### src/rtl/keypad_debounce_long_press_unit_defines.svh
// Assertion macros shared by the keypad debouncer RTL.
// Every macro samples on the rising edge of clk_i and is disabled while rst_ni is low.
`ifndef KEYPAD_DEBOUNCE_LONG_PRESS_UNIT_DEFINES_SVH
`define KEYPAD_DEBOUNCE_LONG_PRESS_UNIT_DEFINES_SVH

`ifndef NO_ASSERTIONS

`define KDLP_ASSERT(lbl, prop) \
  lbl: assert property (@(posedge clk_i) disable iff (!rst_ni) prop) \
    else $error("keypad debouncer: assertion failed");

`define KDLP_ASSERT_IMPL(lbl, cond, expct) \
  lbl: assert property (@(posedge clk_i) disable iff (!rst_ni) (cond) |-> (expct)) \
    else $error("keypad debouncer: implication failed");

`else

`define KDLP_ASSERT(lbl, prop)
`define KDLP_ASSERT_IMPL(lbl, cond, expct)

`endif

`endif

### src/rtl/kdlp_pkg.sv
package kdlp_pkg;

  // Width of timestamps and of the two time thresholds.
  localparam int unsigned TimeW = 32;
  localparam int unsigned KeyW  = 8;
  localparam int unsigned CfgW  = 32;
  localparam int unsigned CfgIdxW = 2;

  // The hold key, '#'.
  localparam logic [KeyW-1:0] HoldKey = 8'h23;

  // Configuration register indexes.
  localparam logic [CfgIdxW-1:0] CfgDebounce  = 2'd0;
  localparam logic [CfgIdxW-1:0] CfgLongPress = 2'd1;
  localparam logic [CfgIdxW-1:0] CfgIdleCode  = 2'd2;

  localparam logic [TimeW-1:0] DebounceReset  = 32'd20;
  localparam logic [TimeW-1:0] LongPressReset = 32'd1000;
  localparam logic [KeyW-1:0]  IdleReset      = 8'd0;

  typedef enum logic [1:0] {
    KindPress = 2'd0,
    KindShort = 2'd1,
    KindLong  = 2'd2
  } kind_e;

  // Debouncer state carried from one sample to the next.
  typedef struct packed {
    logic [KeyW-1:0]  cand_key;
    logic [KeyW-1:0]  stable_key;
    logic [TimeW-1:0] cand_since;
    logic [TimeW-1:0] hold_since;
    logic             long_given;
  } state_t;

  // One result word.
  typedef struct packed {
    logic            event_valid;
    logic [KeyW-1:0] event_key;
    kind_e           event_kind;
    logic            activity;
  } result_t;

  // Configuration as seen by the step logic.
  typedef struct packed {
    logic [TimeW-1:0] debounce_time;
    logic [TimeW-1:0] long_press_time;
    logic [KeyW-1:0]  idle_code;
  } cfg_t;

endpackage

### src/rtl/kdlp_step.sv
module kdlp_step (
  input  kdlp_pkg::cfg_t                  cfg_i,
  input  kdlp_pkg::state_t                state_i,
  input  logic [kdlp_pkg::KeyW-1:0]       key_i,
  input  logic [kdlp_pkg::TimeW-1:0]      now_i,
  output kdlp_pkg::state_t                state_o,
  output kdlp_pkg::result_t               result_o
);

  logic [kdlp_pkg::TimeW-1:0] cand_elapsed;
  logic [kdlp_pkg::TimeW-1:0] hold_elapsed;

  // Differences wrap naturally at the time width.
  assign cand_elapsed = now_i - state_i.cand_since;
  assign hold_elapsed = now_i - state_i.hold_since;

  always_comb begin
    logic emit;
    logic done;
    state_o  = state_i;
    result_o = '{event_valid: 1'b0, event_key: '0,
                 event_kind: kdlp_pkg::KindPress, activity: 1'b0};
    emit = 1'b0;
    done = 1'b0;
    if (key_i != state_i.cand_key) begin
      // A new raw code restarts the debounce window.
      state_o.cand_key   = key_i;
      state_o.cand_since = now_i;
    end else if (cand_elapsed >= cfg_i.debounce_time) begin
      if (state_i.stable_key != state_i.cand_key) begin
        state_o.stable_key = state_i.cand_key;
        if (state_i.stable_key == kdlp_pkg::HoldKey) begin
          // Leaving the hold key always clears its tracking.
          emit = (state_i.cand_key == cfg_i.idle_code) && !state_i.long_given;
          state_o.long_given = 1'b0;
          state_o.hold_since = '0;
          if (emit) begin
            result_o.event_valid = 1'b1;
            result_o.event_key   = kdlp_pkg::HoldKey;
            result_o.event_kind  = kdlp_pkg::KindShort;
            done = 1'b1;
          end
        end
        if (!done) begin
          if (state_i.cand_key == kdlp_pkg::HoldKey) begin
            result_o.activity  = 1'b1;
            state_o.hold_since = now_i;
            state_o.long_given = 1'b0;
          end else if (state_i.cand_key != cfg_i.idle_code) begin
            result_o.activity    = 1'b1;
            result_o.event_valid = 1'b1;
            result_o.event_key   = state_i.cand_key;
            result_o.event_kind  = kdlp_pkg::KindPress;
          end
        end
      end else if (state_i.stable_key == kdlp_pkg::HoldKey && !state_i.long_given &&
                   hold_elapsed >= cfg_i.long_press_time) begin
        state_o.long_given   = 1'b1;
        result_o.event_valid = 1'b1;
        result_o.event_key   = kdlp_pkg::HoldKey;
        result_o.event_kind  = kdlp_pkg::KindLong;
      end
    end
  end

endmodule

### src/rtl/keypad_debounce_long_press_unit.sv
// Keypad debouncer with long-press detection for the hold key '#'.
// Input channel: in_valid_i/in_ready_o carry one keypad sample per word, a raw
// key code and a free-running millisecond timestamp. Output channel:
// out_valid_o/out_ready_i carry exactly one result word per sample, in order:
// an event flag, the event key and kind (press, short press, long press) and
// an activity flag for a newly accepted key.
// A sample is first captured in an input register; the step logic then
// updates the debouncer state and writes the result register, from which the
// receiver takes the result word. One sample can be taken in every cycle
// while the receiver keeps out_ready_i high.
// If the receiver stalls, the result register holds its word and the input
// register still takes one more sample; after that in_ready_o falls until the
// result word is taken.
// Configuration is a plain write port (cfg_we_i, cfg_idx_i, cfg_data_i) and is
// meant to be written only while no samples are in flight. Writes to an index
// beyond the three registers are ignored.
// Reset (rst_ni, asynchronous, active low) empties both pipeline registers,
// restores the default thresholds (20 ms debounce, 1000 ms long press, idle
// code zero) and sets the candidate and stable keys to the idle code.
module keypad_debounce_long_press_unit (
  input  logic                            clk_i,
  input  logic                            rst_ni,
  input  logic                            in_valid_i,
  output logic                            in_ready_o,
  input  logic [kdlp_pkg::KeyW-1:0]       raw_key_i,
  input  logic [kdlp_pkg::TimeW-1:0]      now_time_i,
  output logic                            out_valid_o,
  input  logic                            out_ready_i,
  output logic                            event_valid_o,
  output logic [kdlp_pkg::KeyW-1:0]       event_key_o,
  output logic [1:0]                      event_kind_o,
  output logic                            activity_started_o,
  input  logic                            cfg_we_i,
  input  logic [kdlp_pkg::CfgIdxW-1:0]    cfg_idx_i,
  input  logic [kdlp_pkg::CfgW-1:0]       cfg_data_i
);

`include "keypad_debounce_long_press_unit_defines.svh"

  kdlp_pkg::cfg_t    cfg_q;
  kdlp_pkg::state_t  state_q, state_d;
  kdlp_pkg::result_t result_d, result_q;

  logic                       s1_valid_q;
  logic [kdlp_pkg::KeyW-1:0]  s1_key_q;
  logic [kdlp_pkg::TimeW-1:0] s1_time_q;
  logic                       out_valid_q;
  logic                       advance;
  logic                       in_fire;

  // The result register can take a new word when it is empty or being drained.
  assign advance    = !out_valid_q || out_ready_i;
  assign in_ready_o = !s1_valid_q || advance;
  assign in_fire    = in_valid_i && in_ready_o;

  // Configuration registers.
  always_ff @(posedge clk_i or negedge rst_ni) begin
    if (!rst_ni) begin
      cfg_q.debounce_time   <= kdlp_pkg::DebounceReset;
      cfg_q.long_press_time <= kdlp_pkg::LongPressReset;
      cfg_q.idle_code       <= kdlp_pkg::IdleReset;
    end else if (cfg_we_i) begin
      case (cfg_idx_i)
        kdlp_pkg::CfgDebounce:  cfg_q.debounce_time   <= cfg_data_i[kdlp_pkg::TimeW-1:0];
        kdlp_pkg::CfgLongPress: cfg_q.long_press_time <= cfg_data_i[kdlp_pkg::TimeW-1:0];
        kdlp_pkg::CfgIdleCode:  cfg_q.idle_code       <= cfg_data_i[kdlp_pkg::KeyW-1:0];
        default: ;
      endcase
    end
  end

  // Input register: control bit with reset, payload without.
  always_ff @(posedge clk_i or negedge rst_ni) begin
    if (!rst_ni) begin
      s1_valid_q <= 1'b0;
    end else if (in_ready_o) begin
      s1_valid_q <= in_valid_i;
    end
  end

  always_ff @(posedge clk_i) begin
    if (in_fire) begin
      s1_key_q  <= raw_key_i;
      s1_time_q <= now_time_i;
    end
  end

  kdlp_step u_step (
    .cfg_i    (cfg_q),
    .state_i  (state_q),
    .key_i    (s1_key_q),
    .now_i    (s1_time_q),
    .state_o  (state_d),
    .result_o (result_d)
  );

  // The debouncer state moves on exactly when a sample enters the result register.
  always_ff @(posedge clk_i or negedge rst_ni) begin
    if (!rst_ni) begin
      state_q.cand_key   <= kdlp_pkg::IdleReset;
      state_q.stable_key <= kdlp_pkg::IdleReset;
      state_q.cand_since <= '0;
      state_q.hold_since <= '0;
      state_q.long_given <= 1'b0;
      out_valid_q        <= 1'b0;
    end else if (advance) begin
      out_valid_q <= s1_valid_q;
      if (s1_valid_q) begin
        state_q <= state_d;
      end
    end
  end

  always_ff @(posedge clk_i) begin
    if (advance && s1_valid_q) begin
      result_q <= result_d;
    end
  end

  assign out_valid_o        = out_valid_q;
  assign event_valid_o      = result_q.event_valid;
  assign event_key_o        = result_q.event_key;
  assign event_kind_o       = 2'(result_q.event_kind);
  assign activity_started_o = result_q.activity;

  // The long-press flag is only ever set while the hold key is the stable key.
  `KDLP_ASSERT_IMPL(a_long_needs_hold, state_q.long_given,
                    state_q.stable_key == kdlp_pkg::HoldKey)
  // The hold start time is cleared whenever the hold key is not stable.
  `KDLP_ASSERT_IMPL(a_hold_time_cleared, state_q.stable_key != kdlp_pkg::HoldKey,
                    state_q.hold_since == '0)
  // Short and long press events always refer to the hold key.
  `KDLP_ASSERT_IMPL(a_hold_events_key,
                    out_valid_q && result_q.event_valid &&
                    result_q.event_kind != kdlp_pkg::KindPress,
                    result_q.event_key == kdlp_pkg::HoldKey)
  // A word without an event carries zero key and kind.
  `KDLP_ASSERT_IMPL(a_no_event_zero, out_valid_q && !result_q.event_valid,
                    result_q.event_key == '0 && result_q.event_kind == kdlp_pkg::KindPress)
  // The state only changes when a sample is moved into the result register.
  `KDLP_ASSERT(a_state_moves_with_word,
               !(advance && s1_valid_q) |=> $stable(state_q))

endmodule
### config.mk
export PLATFORM = sky130hd
export DESIGN_NAME = keypad_debounce_long_press_unit
export DESIGN_NICKNAME = d
export VERILOG_FILES = /design/src/rtl/kdlp_pkg.sv /design/src/rtl/kdlp_step.sv /design/src/rtl/keypad_debounce_long_press_unit.sv
export VERILOG_INCLUDE_DIRS = /design/src /design/src/rtl
export SDC_FILE = /design/constraint.sdc
export NUM_CORES = 1
export LEC_CHECK = 0
export BUFFER_PORTS_ARGS = -buffer_cell sky130_fd_sc_hd__buf_2
export CORE_MARGIN = 2
export CORE_UTILIZATION = 45
export DETAILED_ROUTE_END_ITERATION = 7
export PLACE_DENSITY = 0.69
export RECOVER_POWER = 100
export SYNTH_ARGS = -nofsm -noshare
export SYNTH_HDL_FRONTEND = slang
export SYNTH_SLANG_ARGS = --single-unit
### constraint.sdc
create_clock -name clk_i -period 5.2 [get_ports clk_i]
set_input_delay 0.26 -clock clk_i [delete_from_list [all_inputs] [get_ports clk_i]]
set_output_delay 0.26 -clock clk_i [all_outputs]
set_load 0.005 [all_outputs]
Word-level counts from Yosys, hierarchy flattened
Index checks and enable logic that the tools add are counted.
{"block": "op_classes", "addsub": 2, "order_cmp": 2, "n_eq_ne": 8, "muxes": 18, "n_bitwise": 3, "reduce_logical": 20}
{"operator": "$mux W33", "n": 3}
{"operator": "$ge A32 B32 Y1", "n": 2}
{"operator": "$sub A32 B32 Y32", "n": 2}
{"operator": "$mux W11", "n": 5}
{"operator": "$mux W12", "n": 2}
{"operator": "$ne A8 B8 Y1", "n": 3}
{"operator": "$eq A8 B6 Y1 const B", "n": 2}
{"operator": "$reduce_and A5 Y1", "n": 2}
{"operator": "$eq A8 B8 Y1", "n": 1}
{"operator": "$mux W1", "n": 8}
{"operator": "$reduce_and A2 Y1", "n": 3}
{"operator": "$logic_and A1 B1 Y1", "n": 5}
{"operator": "$reduce_or A4 Y1", "n": 1}
{"operator": "$logic_not A1 Y1", "n": 3}
{"operator": "$not A1 Y1", "n": 3}
{"operator": "$reduce_and A3 Y1", "n": 1}
{"operator": "$eq A2 B1 Y1 const B", "n": 1}
{"operator": "$eq A2 B2 Y1 const B", "n": 1}
{"operator": "$logic_not A2 Y1", "n": 1}
{"operator": "$logic_or A1 B1 Y1", "n": 2}
{"operator": "$reduce_bool A2 Y1", "n": 1}
{"operator": "$reduce_or A2 Y1", "n": 1}
{"block": "totals", "ff_bits": 207, "output_inout_bits": 14, "wordCells": 69}

Longest topological paths before layout
{"block": "depth", "depth_word": 9, "mapped_depth": 26, "depth_no_buf": 23}

Cells and area by module
Synthesis repeated with hierarchy kept, for this count alone.
{"block": "unflattened", "hier_cells": 1298, "hier_area_um2": 13774.5}
{"module": "keypad_debounce_long_press_unit", "instances": 1, "cells_each": 384, "area_each_um2": 7407.1}
{"module": "kdlp_step", "instances": 1, "cells_each": 914, "area_each_um2": 6367.4}

Least setup slack after synthesis
Ideal clock, no wire load.
{"block": "synth_path", "path_type": "reg2reg", "startpoint": "reg s1_time_q[0] (netlist name)", "endpoint": "reg state_q[2] (netlist name)", "setup_ps": 121, "t_arrival_ps": 4539, "required_time_ps": 5079, "setup_slack_ps": 540, "path_stages_with_launch": 26, "n_path_buf": 2, "path_cell_list": "edfxtp_1 > inv_1 > ha_1 > inv_1 > fa_1 > a211oi_1 > o21bai_1 > nand4_1 > a21oi_1 > o41ai_2 > o21bai_1 > a41oi_1 > o211ai_1 > xor2_1 > ha_1 > nand4_1 > nor2_1 > nand2_1 > nor3_1 > o31ai_1 > a21boi_2 > nor3b_2 > buf_6 > nand2_1 > buf_2 > a22o_1"}
{"block": "synth_via", "elab_chain_len": 3}
{"item": "start: declaration", "line": "keypad_debounce_long_press_unit.sv:46", "text": "logic [kdlp_pkg::TimeW-1:0] s1_time_q;"}
{"item": "start signal: assignment", "line": "keypad_debounce_long_press_unit.sv:84", "text": "s1_time_q <= now_time_i;"}
{"item": "$sub A32 B32 Y32", "line": "kdlp_step.sv:14", "text": "assign cand_elapsed = now_i - state_i.cand_since;"}
{"item": "$ge A32 B32 Y1", "line": "kdlp_step.sv:29", "text": "end else if (cand_elapsed >= cfg_i.debounce_time) begin"}
{"item": "$reduce_and A5 Y1 (no line)"}
{"item": "end signal: assignment", "line": "keypad_debounce_long_press_unit.sv:109", "text": "state_q <= state_d;"}
{"item": "end: declaration", "line": "keypad_debounce_long_press_unit.sv:41", "text": "kdlp_pkg::state_t state_q, state_d;"}
No other way between the ends.
A chain may end at the register's enable or synchronous reset.

Worst setup path after layout
{"block": "layout_path", "startpoint": "reg s1_time_q[1] (netlist name)", "endpoint": "reg state_q[28] (netlist name)"}
The elaborated chain is that of the path after synthesis.

==> flow_metrics.tcl <==
set metrics [dict create \
    cts_tree "done" \
    reg2reg_to "state_q[28]" \
    dieWidth_um 170 \
    period_needed_ns 4.95 \
    grt_pass1_vias 9565 \
    overflow 0 \
    yosys_warnings 0 \
    io_buffers 92 \
    postSynthAreaPerCell_um2 10.1 \
    r2r_cells 23 \
    slew_headroom -0.786 \
    core_area_um2 27100 \
    hold_viol 0 \
    drc_errors 0 \
    ys_seq_elements 207 \
    final-max-slew-violation-count 308 \
    wl_per_cell_um 16.9 \
    clockBufferDepth 3 \
    synth_cells 1229 \
    whs_ns 0.0295 \
    cts_max_level 1 \
    worst_slew_pin_slew_ns 2.68 \
    p_per_area_nw_per_um2 352 \
    cp.arrival_ns 5.36 \
    final_core_util 0.554 \
    period_share 0.953 \
    grt_pass1_wl_mm 48.5 \
    violations "max-capacitance violations, max-slew violations" \
    hpwl_mm 21.5 \
    start_util 0.460 \
    yosysMostFrequentCell "dfrtp_1" \
    ios 93 \
    vias_per_cell 5.26 \
    ir_drop_mv 0.254 \
    async_flop_share 0.749 \
    cap_violations 5 \
    fmax_ghz 0.202 \
    synth_commonest_cells "147 x dfrtp_1, 144 x inv_1, 126 x ha_1" \
    cts_buffers 24 \
    gp_congestion 0.858 \
    cts.sinks 207 \
    grt_start_max_net_pins 107 \
    grt_usage 0.209 \
    synthFlopType "dfrtp_1" \
    drtPass1Iterations 5 \
    syn_nets 1436 \
    r2r_slack_ns 0.25 \
    power.total_mw 5.28 \
    via_count 9466 \
    insertion_delay_ns 0.53 \
    synth_top_area_cell "dfrtp_1" \
    synth_cell_types 70 \
    antenna_found_initial 1 \
    areaGrowthSynthToFinish_pct 20.5 \
    layout-drive-gt1-share 0.157 \
    synth_area_leaders "dfrtp_1 30%, ha_1 13%, edfxtp_1 13%" \
    fin_nets 1618 \
    die_h_um 170 \
    clkSlewWorstSetupHoldPaths_ns 0.06 \
    crit_end "state_q[28]" \
    critPathLaunch "s1_time_q[1]" \
    drt_wl_total_mm 30.4 \
    cp_max_fo 8 \
    rows 60 \
    yosysSeqAreaShare 0.437 \
    cp.required_ns 5.61 \
    critPathLaunchType "register" \
    yosysTopAreaCellShare 0.295 \
    critPathKind "reg2reg" \
    clockRootBuffer "clkbuf_16" \
    first_iter_violations 563 \
    end_kind "register" \
    status "finished with violations" \
    p_leak_nw 6.75 \
    syn-cell-area_um2 12500 \
    ant_nets 0 \
    hp-class "in2reg" \
    skew_ns 0.0237 \
    fp.dieArea_um2 29000 \
    synth-edff-count 52 \
    setup_violations 0 \
    r2r-start "s1_time_q[1]" \
]
[metal layers]
| metal | share of wire | track usage | up-vias | routed length (µm) |
|---|---|---|---|---|
| met5 | 0 | 0 | - | 0 |
| met4 | 0.027 | 0.0591 | 0 | 819 |
| met3 | 0.047 | 0.0291 | 46 | 1440 |
| met2 | 0.47 | 0.356 | 209 | 14400 |
| met1 | 0.45 | 0.280 | 4500 | 13700 |
| li1 | - | - | 4711 | - |
[kinds of logic after synthesis]
group	after synthesis	synth area share
compound gates	318	0.166
simple gates	260	0.101
flops	207	0.437
buf+inv	179	0.0578
fa+ha+maj	128	0.130
xor+xnor	78	0.0548
mux	59	0.0533
[layout by cell type (no fill, tap or decap), types with 4 or more instances in the layout]
cell and n:
nand3b_1 5, xor2_1 16, a211oi_1 6, xnor2_1 62, o21bai_1 12, nand2_1 105, a21o_1 38, nor2b_1 10
a21oi_1 75, nor3_1 7, edfxtp_1 52, inv_1 143, a22o_1 32, dfrtp_1 147, dfstp_2 8, buf_2 76
a31oi_1 7, and2_1 7, o211ai_1 8, nand3_1 15, clkbuf_16 26, mux2_2 59, clkinv_1 4, and3_1 9
nand4_1 21, o21ai_0 91, o21a_1 11, dlygate4sd3_1 73, nor2_1 47, nand2b_1 12, ha_1 126, buf_4 15
clkbuf_1 21
[cell type report]
type / instances / area, µm²
fill: 2405 / 12100
multi-input combinational: 843 / 6340
inverter: 144 / 541
clock buffer: 31 / 657
clock inverter: 12 / 151
sequential: 207 / 5450
tap: 372 / 465
antenna: 1 / 2.50
timing repair buffer: 191 / 1410
[metrics by stage]
| step | setup TNS [ns] | std cells | setup slack, ns | cell area, µm² |
|---|---|---|---|---|
| 4_1_cts | 0 | 1792 | 0.0480 | 14900 |
| 3_5_place_dp | 0 | 1676 | 0.0349 | 13400 |
| 5_1_grt | -0.130 | 1801 | -0.0168 | 15000 |
| 2_1_floorplan | 0 | 1229 | 0.540 | 12500 |
| 6_report | 0 | 1801 | 0.247 | 15000 |
| 3_3_place_gp | 0 | 1676 | 0.200 | 13400 |
[worst min-delay path by stage]
stage | start | to | slack [ns] | depth (start not counted)
floorplan | rst_ni | cfg_q[0] | -0.04 | 0
global placement | raw_key_i[5] | s1_key_q[5] | 0.44 | 1
detailed placement | raw_key_i[3] | s1_key_q[3] | 0.44 | 1
CTS | out_ready_i | out_valid_o | 0.01 | 3
global route | out_ready_i | out_valid_o | 0.03 | 3
finish | out_ready_i | out_valid_o | 0.03 | 3
[timing repair]
action / in CTS / in global routing
hold endpoints to repair: 193 / 0
resized for setup: 0 / 13
cloned: 0 / 3
setup endpoints to repair: 15 / 49
hold buffers: 73 / 0
pin swaps: 1 / 11
setup buffers: 0 / 5
[power breakdown]
group          leakage (nW)  internal (mW)  switching (mW)  total [mW]
combinational          3.92          0.718           0.842        1.56
sequential             2.44           1.87           0.123        2.00
clock                 0.390           1.04           0.688        1.73
[worst max-delay path, cell delays in order, from the launching register on]
cell       delay (ns)
edfxtp_1         0.41
buf_4            0.19
ha_1             0.27
nor2b_1          0.14
o31a_1           0.29
o2111a_1         0.30
a211o_1          0.31
and3_4           0.21
o221ai_4         0.19
o21bai_1         0.08
a21oi_1          0.18
xnor2_1          0.15
ha_1             0.27
a21o_1           0.18
a21o_1           0.16
a21oi_1          0.13
o21ai_0          0.10
a211oi_1         0.26
a21boi_2         0.12
nor3b_4          0.17
buf_6            0.13
and3_4           0.19
clkbuf_16        0.19
a22o_1           0.18
[state kept, by name, indices dropped and copies added, names as in the netlist]
signal	cells
activity_started_o	1
cfg_q	72
event_key_o	8
event_kind_o	2
event_valid_o	1
out_valid_o	1
s1_key_q	8
s1_time_q	32
s1_valid_q	1
state_q	81
(Power assumes the default switching activity.)
